[src/blas_pkg.sv]
// Shared types and constants for the buzzer and LED alarm sequencer.
// No dependencies; used by every module of the block.
`timescale 1ns / 1ps

package blas_pkg;

    localparam int unsigned CMD_W = 3;
    localparam int unsigned DUR_W = 32;
    localparam int unsigned LAMP_W = 3;
    localparam int unsigned CFG_W = 16;
    localparam int unsigned CFG_IDX_W = 2;

    typedef enum logic [CMD_W-1:0] {
        CMD_TICK       = 3'd0,
        CMD_ALARM_START = 3'd1,
        CMD_LED_START  = 3'd2,
        CMD_ALARM_STOP = 3'd3,
        CMD_LED_STOP   = 3'd4
    } blas_cmd_t;

    typedef enum logic [CFG_IDX_W-1:0] {
        REG_BUZZ_ON  = 2'd0,
        REG_BUZZ_OFF = 2'd1,
        REG_BLINK    = 2'd2
    } blas_reg_idx_t;

    localparam logic [CFG_W-1:0] BUZZ_ON_RESET  = 16'd2000;
    localparam logic [CFG_W-1:0] BUZZ_OFF_RESET = 16'd1000;
    localparam logic [CFG_W-1:0] BLINK_RESET    = 16'd150;

    localparam logic [DUR_W-1:0] DUR_MAX   = {DUR_W{1'b1}};
    localparam logic [CFG_W-1:0] PHASE_MAX = {CFG_W{1'b1}};

    // One input word as held in the input register.
    typedef struct packed {
        logic [CMD_W-1:0]  cmd;
        logic [DUR_W-1:0]  duration_ticks;
        logic [LAMP_W-1:0] lamp_mask;
        logic              blink_enable;
    } blas_word_t;

    // One result word.
    typedef struct packed {
        logic              buzzer_drive;
        logic [LAMP_W-1:0] lamp_pins;
        logic              any_active;
    } blas_result_t;

endpackage

[src/blas_in_reg.sv]
// Input register stage of the alarm sequencer.
// Depends on blas_pkg for the word type.
`timescale 1ns / 1ps

module blas_in_reg (
    input  logic              aclk,
    input  logic              aresetn,
    input  logic              s_valid,
    output logic              s_ready,
    input  blas_pkg::blas_word_t s_word,
    input  logic              take,
    output logic              word_valid,
    output blas_pkg::blas_word_t word
);

    logic                 valid_reg;
    logic                 valid_next;
    blas_pkg::blas_word_t word_reg;

    // The stage can load whenever it is empty or its word leaves this cycle.
    assign s_ready    = !valid_reg || take;
    assign valid_next = (s_valid && s_ready) || (valid_reg && !take);

    always_ff @(posedge aclk) begin
        if (!aresetn) begin
            valid_reg <= 1'b0;
        end else begin
            valid_reg <= valid_next;
        end
    end

    always_ff @(posedge aclk) begin
        if (s_valid && s_ready) begin
            word_reg <= s_word;
        end
    end

    assign word_valid = valid_reg;
    assign word       = word_reg;

endmodule

[src/blas_core.sv]
// Channel state, configuration registers and the per-word update logic.
// Depends on blas_pkg for types, command codes and reset constants.
`timescale 1ns / 1ps

module blas_core (
    input  logic                          aclk,
    input  logic                          aresetn,
    input  logic                          cfg_wr_en,
    input  logic [blas_pkg::CFG_IDX_W-1:0] cfg_index,
    input  logic [blas_pkg::CFG_W-1:0]     cfg_wdata,
    input  logic                          fire,
    input  blas_pkg::blas_word_t          word,
    output blas_pkg::blas_result_t        result_next
);

    logic [blas_pkg::CFG_W-1:0] buzz_on_reg;
    logic [blas_pkg::CFG_W-1:0] buzz_off_reg;
    logic [blas_pkg::CFG_W-1:0] blink_half_reg;

    logic                          alarm_on_reg, alarm_on_next;
    logic                          buzz_high_reg, buzz_high_next;
    logic                          alarm_blinks_reg, alarm_blinks_next;
    logic [blas_pkg::DUR_W-1:0]    alarm_limit_reg, alarm_limit_next;
    logic [blas_pkg::DUR_W-1:0]    alarm_elapsed_reg, alarm_elapsed_next;
    logic [blas_pkg::CFG_W-1:0]    phase_elapsed_reg, phase_elapsed_next;
    logic                          lamp_on_reg, lamp_on_next;
    logic                          lamp_blinks_reg, lamp_blinks_next;
    logic [blas_pkg::DUR_W-1:0]    lamp_limit_reg, lamp_limit_next;
    logic [blas_pkg::DUR_W-1:0]    lamp_elapsed_reg, lamp_elapsed_next;
    logic [blas_pkg::LAMP_W-1:0]   mask_reg, mask_next;
    logic [blas_pkg::LAMP_W-1:0]   pins_reg, pins_next;
    logic [blas_pkg::CFG_W-1:0]    blink_count_reg, blink_count_next;
    logic                          blink_level_reg, blink_level_next;

    always_ff @(posedge aclk) begin
        if (!aresetn) begin
            buzz_on_reg    <= blas_pkg::BUZZ_ON_RESET;
            buzz_off_reg   <= blas_pkg::BUZZ_OFF_RESET;
            blink_half_reg <= blas_pkg::BLINK_RESET;
        end else if (cfg_wr_en) begin
            case (blas_pkg::blas_reg_idx_t'(cfg_index))
                blas_pkg::REG_BUZZ_ON:  buzz_on_reg    <= cfg_wdata;
                blas_pkg::REG_BUZZ_OFF: buzz_off_reg   <= cfg_wdata;
                blas_pkg::REG_BLINK:    blink_half_reg <= cfg_wdata;
                default: ;
            endcase
        end
    end

    always_comb begin
        logic [blas_pkg::CFG_W-1:0] bc_inc;
        logic                       lit;

        alarm_on_next      = alarm_on_reg;
        buzz_high_next     = buzz_high_reg;
        alarm_blinks_next  = alarm_blinks_reg;
        alarm_limit_next   = alarm_limit_reg;
        alarm_elapsed_next = alarm_elapsed_reg;
        phase_elapsed_next = phase_elapsed_reg;
        lamp_on_next       = lamp_on_reg;
        lamp_blinks_next   = lamp_blinks_reg;
        lamp_limit_next    = lamp_limit_reg;
        lamp_elapsed_next  = lamp_elapsed_reg;
        mask_next          = mask_reg;
        pins_next          = pins_reg;
        blink_count_next   = blink_count_reg;
        blink_level_next   = blink_level_reg;
        bc_inc             = blink_count_reg + 16'd1;
        lit                = 1'b1;

        case (blas_pkg::blas_cmd_t'(word.cmd))
            blas_pkg::CMD_TICK: begin
                // Free-running blink phase; a wrapped count also ends a half.
                if (bc_inc >= blink_half_reg || bc_inc == '0) begin
                    blink_count_next = '0;
                    blink_level_next = !blink_level_reg;
                end else begin
                    blink_count_next = bc_inc;
                end

                if (alarm_on_reg) begin
                    if (alarm_elapsed_reg != blas_pkg::DUR_MAX) begin
                        alarm_elapsed_next = alarm_elapsed_reg + 32'd1;
                    end
                    if (phase_elapsed_reg != blas_pkg::PHASE_MAX) begin
                        phase_elapsed_next = phase_elapsed_reg + 16'd1;
                    end
                    if (alarm_elapsed_next >= alarm_limit_reg) begin
                        alarm_on_next      = 1'b0;
                        buzz_high_next     = 1'b0;
                        alarm_blinks_next  = 1'b0;
                        alarm_limit_next   = '0;
                        alarm_elapsed_next = '0;
                        phase_elapsed_next = '0;
                        pins_next          = pins_next & ~mask_reg;
                    end else begin
                        if (buzz_high_reg) begin
                            if (phase_elapsed_next >= buzz_on_reg) begin
                                buzz_high_next     = 1'b0;
                                phase_elapsed_next = '0;
                            end
                        end else if (phase_elapsed_next >= buzz_off_reg) begin
                            buzz_high_next     = 1'b1;
                            phase_elapsed_next = '0;
                        end
                        lit = alarm_blinks_reg ? !blink_level_next : 1'b1;
                        pins_next = lit ? (pins_next | mask_reg) : (pins_next & ~mask_reg);
                    end
                end

                if (lamp_on_reg) begin
                    if (lamp_elapsed_reg != blas_pkg::DUR_MAX) begin
                        lamp_elapsed_next = lamp_elapsed_reg + 32'd1;
                    end
                    if (lamp_elapsed_next >= lamp_limit_reg) begin
                        lamp_on_next      = 1'b0;
                        lamp_blinks_next  = 1'b0;
                        lamp_limit_next   = '0;
                        lamp_elapsed_next = '0;
                        pins_next         = pins_next & ~mask_reg;
                    end else begin
                        lit = lamp_blinks_reg ? !blink_level_next : 1'b1;
                        pins_next = lit ? (pins_next | mask_reg) : (pins_next & ~mask_reg);
                    end
                end
            end
            blas_pkg::CMD_ALARM_START: begin
                alarm_on_next      = 1'b1;
                buzz_high_next     = 1'b1;
                alarm_blinks_next  = word.blink_enable;
                alarm_limit_next   = word.duration_ticks;
                alarm_elapsed_next = '0;
                phase_elapsed_next = '0;
                mask_next          = word.lamp_mask;
                if (!word.blink_enable) begin
                    pins_next = pins_reg | word.lamp_mask;
                end
            end
            blas_pkg::CMD_LED_START: begin
                lamp_on_next      = 1'b1;
                lamp_blinks_next  = word.blink_enable;
                lamp_limit_next   = word.duration_ticks;
                lamp_elapsed_next = '0;
                mask_next         = word.lamp_mask;
                if (!word.blink_enable) begin
                    pins_next = pins_reg | word.lamp_mask;
                end
            end
            blas_pkg::CMD_ALARM_STOP: begin
                alarm_on_next      = 1'b0;
                buzz_high_next     = 1'b0;
                alarm_blinks_next  = 1'b0;
                alarm_limit_next   = '0;
                alarm_elapsed_next = '0;
                phase_elapsed_next = '0;
                pins_next          = pins_reg & ~mask_reg;
            end
            blas_pkg::CMD_LED_STOP: begin
                lamp_on_next      = 1'b0;
                lamp_blinks_next  = 1'b0;
                lamp_limit_next   = '0;
                lamp_elapsed_next = '0;
                pins_next         = pins_reg & ~mask_reg;
            end
            default: ;
        endcase
    end

    always_ff @(posedge aclk) begin
        if (!aresetn) begin
            alarm_on_reg      <= 1'b0;
            buzz_high_reg     <= 1'b0;
            alarm_blinks_reg  <= 1'b0;
            alarm_limit_reg   <= '0;
            alarm_elapsed_reg <= '0;
            phase_elapsed_reg <= '0;
            lamp_on_reg       <= 1'b0;
            lamp_blinks_reg   <= 1'b0;
            lamp_limit_reg    <= '0;
            lamp_elapsed_reg  <= '0;
            mask_reg          <= '0;
            pins_reg          <= '0;
            blink_count_reg   <= '0;
            blink_level_reg   <= 1'b0;
        end else if (fire) begin
            alarm_on_reg      <= alarm_on_next;
            buzz_high_reg     <= buzz_high_next;
            alarm_blinks_reg  <= alarm_blinks_next;
            alarm_limit_reg   <= alarm_limit_next;
            alarm_elapsed_reg <= alarm_elapsed_next;
            phase_elapsed_reg <= phase_elapsed_next;
            lamp_on_reg       <= lamp_on_next;
            lamp_blinks_reg   <= lamp_blinks_next;
            lamp_limit_reg    <= lamp_limit_next;
            lamp_elapsed_reg  <= lamp_elapsed_next;
            mask_reg          <= mask_next;
            pins_reg          <= pins_next;
            blink_count_reg   <= blink_count_next;
            blink_level_reg   <= blink_level_next;
        end
    end

    assign result_next.buzzer_drive = alarm_on_next && buzz_high_next;
    assign result_next.lamp_pins    = pins_next;
    assign result_next.any_active   = alarm_on_next || lamp_on_next;

endmodule

[src/buzzer_led_alarm_sequencer_unit.sv]
// Top level of the buzzer and LED alarm sequencer: input register, core, result register.
// Depends on blas_pkg, blas_in_reg and blas_core.
`timescale 1ns / 1ps

//  Channel   Handshake          Word fields
//  --------  -----------------  ---------------------------------------------------
//  s_        s_valid / s_ready  s_cmd, s_duration_ticks, s_lamp_mask, s_blink_enable
//  m_        m_valid / m_ready  m_buzzer_drive, m_lamp_pins, m_any_active
//  cfg_      cfg_wr_en          cfg_index, cfg_wdata (no handshake, no read-back)
//
// Every accepted word yields exactly one result word: it first waits in the
// input register, then passes through the update logic into the result register.
// A new word is accepted in every cycle while results are taken, so the sustained
// rate is one word per clock, set by the single update pass in blas_core.
// Reset (aresetn low at a clock edge) empties both registers, restores the cadence
// and blink defaults and puts both channels to rest with all LEDs dark.
// When m_ready is low the result holds and the input register can still take one
// more word before s_ready falls.
module buzzer_led_alarm_sequencer_unit (
    input  logic                           aclk,
    input  logic                           aresetn,
    input  logic                           cfg_wr_en,
    input  logic [blas_pkg::CFG_IDX_W-1:0] cfg_index,
    input  logic [blas_pkg::CFG_W-1:0]     cfg_wdata,
    input  logic                           s_valid,
    output logic                           s_ready,
    input  logic [blas_pkg::CMD_W-1:0]     s_cmd,
    input  logic [blas_pkg::DUR_W-1:0]     s_duration_ticks,
    input  logic [blas_pkg::LAMP_W-1:0]    s_lamp_mask,
    input  logic                           s_blink_enable,
    output logic                           m_valid,
    input  logic                           m_ready,
    output logic                           m_buzzer_drive,
    output logic [blas_pkg::LAMP_W-1:0]    m_lamp_pins,
    output logic                           m_any_active
);

    blas_pkg::blas_word_t   s_word;
    blas_pkg::blas_word_t   word;
    blas_pkg::blas_result_t result_next;
    blas_pkg::blas_result_t result_reg;
    logic                   word_valid;
    logic                   out_free;
    logic                   fire;
    logic                   m_valid_reg;
    logic                   m_valid_next;

    assign s_word.cmd            = s_cmd;
    assign s_word.duration_ticks = s_duration_ticks;
    assign s_word.lamp_mask      = s_lamp_mask;
    assign s_word.blink_enable   = s_blink_enable;

    // The result register is free when empty or when its word is taken now.
    // A word in the input register updates the channel state exactly when it
    // moves into the result register, so no word is applied twice.
    assign out_free = !m_valid_reg || m_ready;
    assign fire     = word_valid && out_free;

    blas_in_reg u_in_reg (
        .aclk       (aclk),
        .aresetn    (aresetn),
        .s_valid    (s_valid),
        .s_ready    (s_ready),
        .s_word     (s_word),
        .take       (fire),
        .word_valid (word_valid),
        .word       (word)
    );

    blas_core u_core (
        .aclk        (aclk),
        .aresetn     (aresetn),
        .cfg_wr_en   (cfg_wr_en),
        .cfg_index   (cfg_index),
        .cfg_wdata   (cfg_wdata),
        .fire        (fire),
        .word        (word),
        .result_next (result_next)
    );

    assign m_valid_next = fire || (m_valid_reg && !m_ready);

    always_ff @(posedge aclk) begin
        if (!aresetn) begin
            m_valid_reg <= 1'b0;
        end else begin
            m_valid_reg <= m_valid_next;
        end
    end

    // The result payload only loads together with a fresh word.
    always_ff @(posedge aclk) begin
        if (fire) begin
            result_reg <= result_next;
        end
    end

    assign m_valid        = m_valid_reg;
    assign m_buzzer_drive = result_reg.buzzer_drive;
    assign m_lamp_pins    = result_reg.lamp_pins;
    assign m_any_active   = result_reg.any_active;

endmodule

[config.mk]
export PLATFORM = sky130hd
export DESIGN_NAME = buzzer_led_alarm_sequencer_unit
export DESIGN_NICKNAME = d
export VERILOG_FILES = /design/src/blas_pkg.sv /design/src/blas_in_reg.sv /design/src/blas_core.sv /design/src/buzzer_led_alarm_sequencer_unit.sv
export SDC_FILE = /design/constraint.sdc
export NUM_CORES = 1
export LEC_CHECK = 0
export BUFFER_PORTS_ARGS = -buffer_cell sky130_fd_sc_hd__clkbuf_2
export CORE_AREA = 2 2 187 189
export CTS_CLUSTER_DIAMETER = 50
export DETAILED_ROUTE_END_ITERATION = 8
export DIE_AREA = 0 0 189 191
export PLACE_DENSITY = 0.63
export SETUP_SLACK_MARGIN = 0.02
export SLEW_MARGIN = 40
export SYNTH_ARGS = -nofsm -noshare
export SYNTH_HDL_FRONTEND = slang
export SYNTH_SLANG_ARGS = --single-unit
[constraint.sdc]
create_clock -name aclk -period 13.5 [get_ports aclk]
set_input_delay 1.35 -clock aclk [delete_from_list [all_inputs] [get_ports aclk]]
set_output_delay 1.35 -clock aclk [all_outputs]
set_load 0.02 [all_outputs]
==> summary.md <==
| Metric | Value |
|---|---|
| Worst-margin pin slew | 786 ps |
| Reg2reg path depth | 16 |
| R2R Path Start | u_core.alarm_elapsed_reg[3]$_SDFFE_PN0P_ |
| Seq/Total Area, Yosys | 38.2% |
| Worst-skew pair later-pin latency | 520 ps |
| Worst Hold End | u_core.alarm_limit_reg[12]$_SDFFE_PN0P_ |
| Clk_skew | 14.9 ps |
| #FFs+latches synth | 266 |
| H-tree depth | 2 |
| Area of the core | 0.0341 sq mm |
| Syn nets | 2,002 |
| Setup crit end kind | flop |
| Outcome | finished, final reports clean |
| Vias/cell | 5.63 |
| First-pass GRT wire length | 63,200 um |
| Setup-failing EPs final | 0 |
| Cell count after synthesis | 1,823 |
| Fin nets | 2,019 |
| NetSw | 0.441 mW |
| Hpwl dp | 27,000 um |
| Mean area per synthesized cell | 8.27 sq um |
| GR Util All Layers | 21.3% |
| Initial core utilization | 44.2% |
| Clk buf depth | 3 |
| GPL Wtd Cong | 0.852 |
| Overflow after GRT | 0 |
| YS warnings | 0 |
| Largest register FFs | 39 |
| Inserted Diodes | 0 |
| Leak | 6.43 nW |
| DR top layer | met4 |
| Clk pwr share | 50.1% |
| CP Class | reg2reg |
| Async set or reset register ratio after synthesis | 0% |
| Rows | 68 |
| Endpoints failing hold | 0 |
| Synth Flop Type | dfxtp_1 |
| Max transition margin | 47.6% |
| # resized after CTS | 0 |
| Pwr/cell area | 110 mW/mm^2 |
| Hold_buf cts | 0 |
| Switching Fraction | 23.8% |
| Root Buffer | clkbuf_16 |
| FILL cells | 3,288 |
| CTS buffer count | 35 |
| Reg2reg end | u_core.phase_elapsed_reg[3]$_SDFFE_PN0P_ |
| Unique masters post-synth | 84 |
| CP dominant cell by count | a31o_2 |
| Vias | 13,077 |
| WHS Path Cells | 2 |
| Flop pwr share | 45.1% |
| CTS tree | built |
| Share of post-route cells with drive strength above 1 | 9.86% |
| DR WL met3 | 1590 um |
| Avg WL per Cell | 16.6 um |
| Min-Delay Path Class | reg2reg |
| DR iter-0 viols | 832 |
| Crit-path slowest cell | o21a_1 |
| Setup_tns | 0 ps |
| Clock Pin Slew Worst Setup and Hold Paths | 60 ps |
| Die Height | 191 um |
| Post-DRT Antenna Nets | 0 |
| Unrepaired setup endpoints after global routing | no |
| Largest net degree at the start of global routing | 102 |
| Synthesized area | 0.0151 sq mm |
| First-pass DRT Iterations | 5 |
| Area Growth Syn to Fin | 12.2% |
| # DRC | 0 |
| Critical path cell sequence | nand4_1 > nor4_1 > and3_1 > nor4_4 > and4_1 > xor2_1 > ha_1 > a211oi_1 > nand2_1 > a31o_2 > a31o_2 > a211oi_4 > buf_4 > o21a_1 > o21ai_0 > a311oi_1 |
| DIE AREA | 0.0361 sq mm |
| Synth top area cells | dfxtp_1 (29%), ha_1 (9.7%), edfxtp_1 (8.8%) |
| CTS Sinks | 266 |
| Logic pwr share | 4.8% |
| VDD IR max | 0.0000919 V |
| Top Ports | 69 |
| R2r setup slk | 8270 ps |
| Leading area contributor after synthesis | dfxtp_1 |
| Worst Path Arrival | 5660 ps |
| Worst-path fanout max | 43 |
| Minimum clock period | 5230 ps |
| Critical Path Max Stage Delay | 680 ps |
| Final Max Tran Viols | 0 |
| Top cell type's share of synthesized area | 29.5% |
| Drt total wl | 38,400 um |
| Startpoint types | flop |
| Setup Buffers After CTS | 0 |
| Max Cap Viol | 0 |
| Total power | 1.86 mW |
| Number of flops mapped to enable cells by yosys | 44 |
| Initial antenna violation count | 0 |
| Req. time, crit path | 13,930 ps |
| Number of global-route vias before repair | 12,626 |
| Die W | 189 um |
| Final worst path period share | 38.8% |
| Port Buffer Count | 68 |
| Worst hold start | u_core.alarm_limit_reg[12]$_SDFFE_PN0P_ |
| Internal power | 1.41 mW |
| WHS | 448 ps |
| DR WL met2 | 18,400 um |
| FMAX | 0.191 GHz |
| Core Util, Final | 49.6% |
| WL met1 | 17,400 um |
critical path: cells and delay by family, from the launching register on:
family / cells / cell delay (ps)
compound gates: 7 / 2050
simple gates: 6 / 1880
flops: 1 / 430
buf+inv: 1 / 430
fa+ha+maj: 1 / 200
xor+xnor: 1 / 160
worst max-delay path by stage:
stage | startpoint | endpoint | slack, ps | cells past startpoint
after floorplan | u_core.lamp_elapsed_reg[6]$_SDFFE_PN0P_ | u_core.lamp_elapsed_reg[22]$_SDFFE_PN0P_ | 9250 | 17
after global placement | u_core.alarm_elapsed_reg[3]$_SDFFE_PN0P_ | u_core.alarm_limit_reg[5]$_SDFFE_PN0P_ | 8310 | 16
after detailed placement | u_core.alarm_elapsed_reg[3]$_SDFFE_PN0P_ | u_core.phase_elapsed_reg[3]$_SDFFE_PN0P_ | 8360 | 16
after CTS | u_core.alarm_elapsed_reg[3]$_SDFFE_PN0P_ | u_core.phase_elapsed_reg[3]$_SDFFE_PN0P_ | 8330 | 16
after global routing | u_core.alarm_elapsed_reg[0]$_SDFFE_PN0P_ | u_core.phase_elapsed_reg[3]$_SDFFE_PN0P_ | 7760 | 17
final | u_core.alarm_elapsed_reg[3]$_SDFFE_PN0P_ | u_core.phase_elapsed_reg[3]$_SDFFE_PN0P_ | 8270 | 16
routing by layer:
metal	track usage, %	vias up
met4	6.70	0
met2	36.6	290
li1	-	6487
met5	0	-
met3	2.92	69
met1	27.5	6231
Yosys cell counts, types with 27 or more instances:
master and count:
nand4_1 40, inv_1 127, dfxtp_1 222, a21oi_1 187
nor2_1 116, a22oi_1 41, xor2_1 27, nand3_1 127
clkbuf_1 76, edfxtp_1 44, ha_1 117, nand2_1 245
o21ai_0 44, xnor2_1 62, nor3_1 33
power groups by stage:
stage	clock network (mW)	registers, mW	logic, mW
after floorplan	0	0.847	0.0564
after global placement	0	0.853	0.0863
after detailed placement	0	0.853	0.0883
after CTS	0.950	0.836	0.0888
after global routing	0.979	0.838	0.0983
final	0.930	0.837	0.0885
layout make-up:
class	instances	area (sq um)	share of cell area, %
multi-input cells	1327	8490	50.2
flip-flops and latches	266	5770	34.1
clock buffers	44	951	5.62
well taps	455	569	3.36
inverters	129	492	2.91
repair buffers	81	442	2.61
clock inverters	19	210	1.24
per-stage QoR:
stage          area, sq um  worst slack, ps  cells
2_1_floorplan        15100             9250   1823
3_3_place_gp         15700             8310   2258
3_5_place_dp         15800             8360   2258
4_1_cts              16900             8330   2321
5_1_grt              16900             7760   2321
6_report             16900             8270   2321
cells by family (layout without fill, tap and decap cells):
logic type / after synthesis / in the layout / share of synthesized area [%]
and+or+nand+nor: 678 / 678 / 21.5
buffers and inverters: 230 / 273 / 5.97
muxes: 10 / 10 / 0.713
AOI/OAI and AO/OA: 433 / 433 / 18.7
adders and majority gates: 117 / 117 / 9.71
DFF: 266 / 266 / 38.2
xor gates and xnor gates: 89 / 89 / 5.17
cell usage in the layout, fill, tap and decap left out, types with 17 or more instances in the layout:
cell / instances
o211ai_1: 20
nand4_1: 40
a21oi_1: 187
clkbuf_16: 36
xor2_1: 27
nand2_1: 245
nor3_1: 31
nand3_1: 127
xnor2_1: 62
nor2b_1: 23
inv_1: 127
a21o_1: 26
a22oi_1: 41
o21ai_0: 43
and3_1: 17
nor2_1: 114
o21a_1: 22
ha_1: 117
dfxtp_1: 222
edfxtp_1: 44
clkbuf_2: 67
Note: power is estimated with default switching activity, not from simulation.
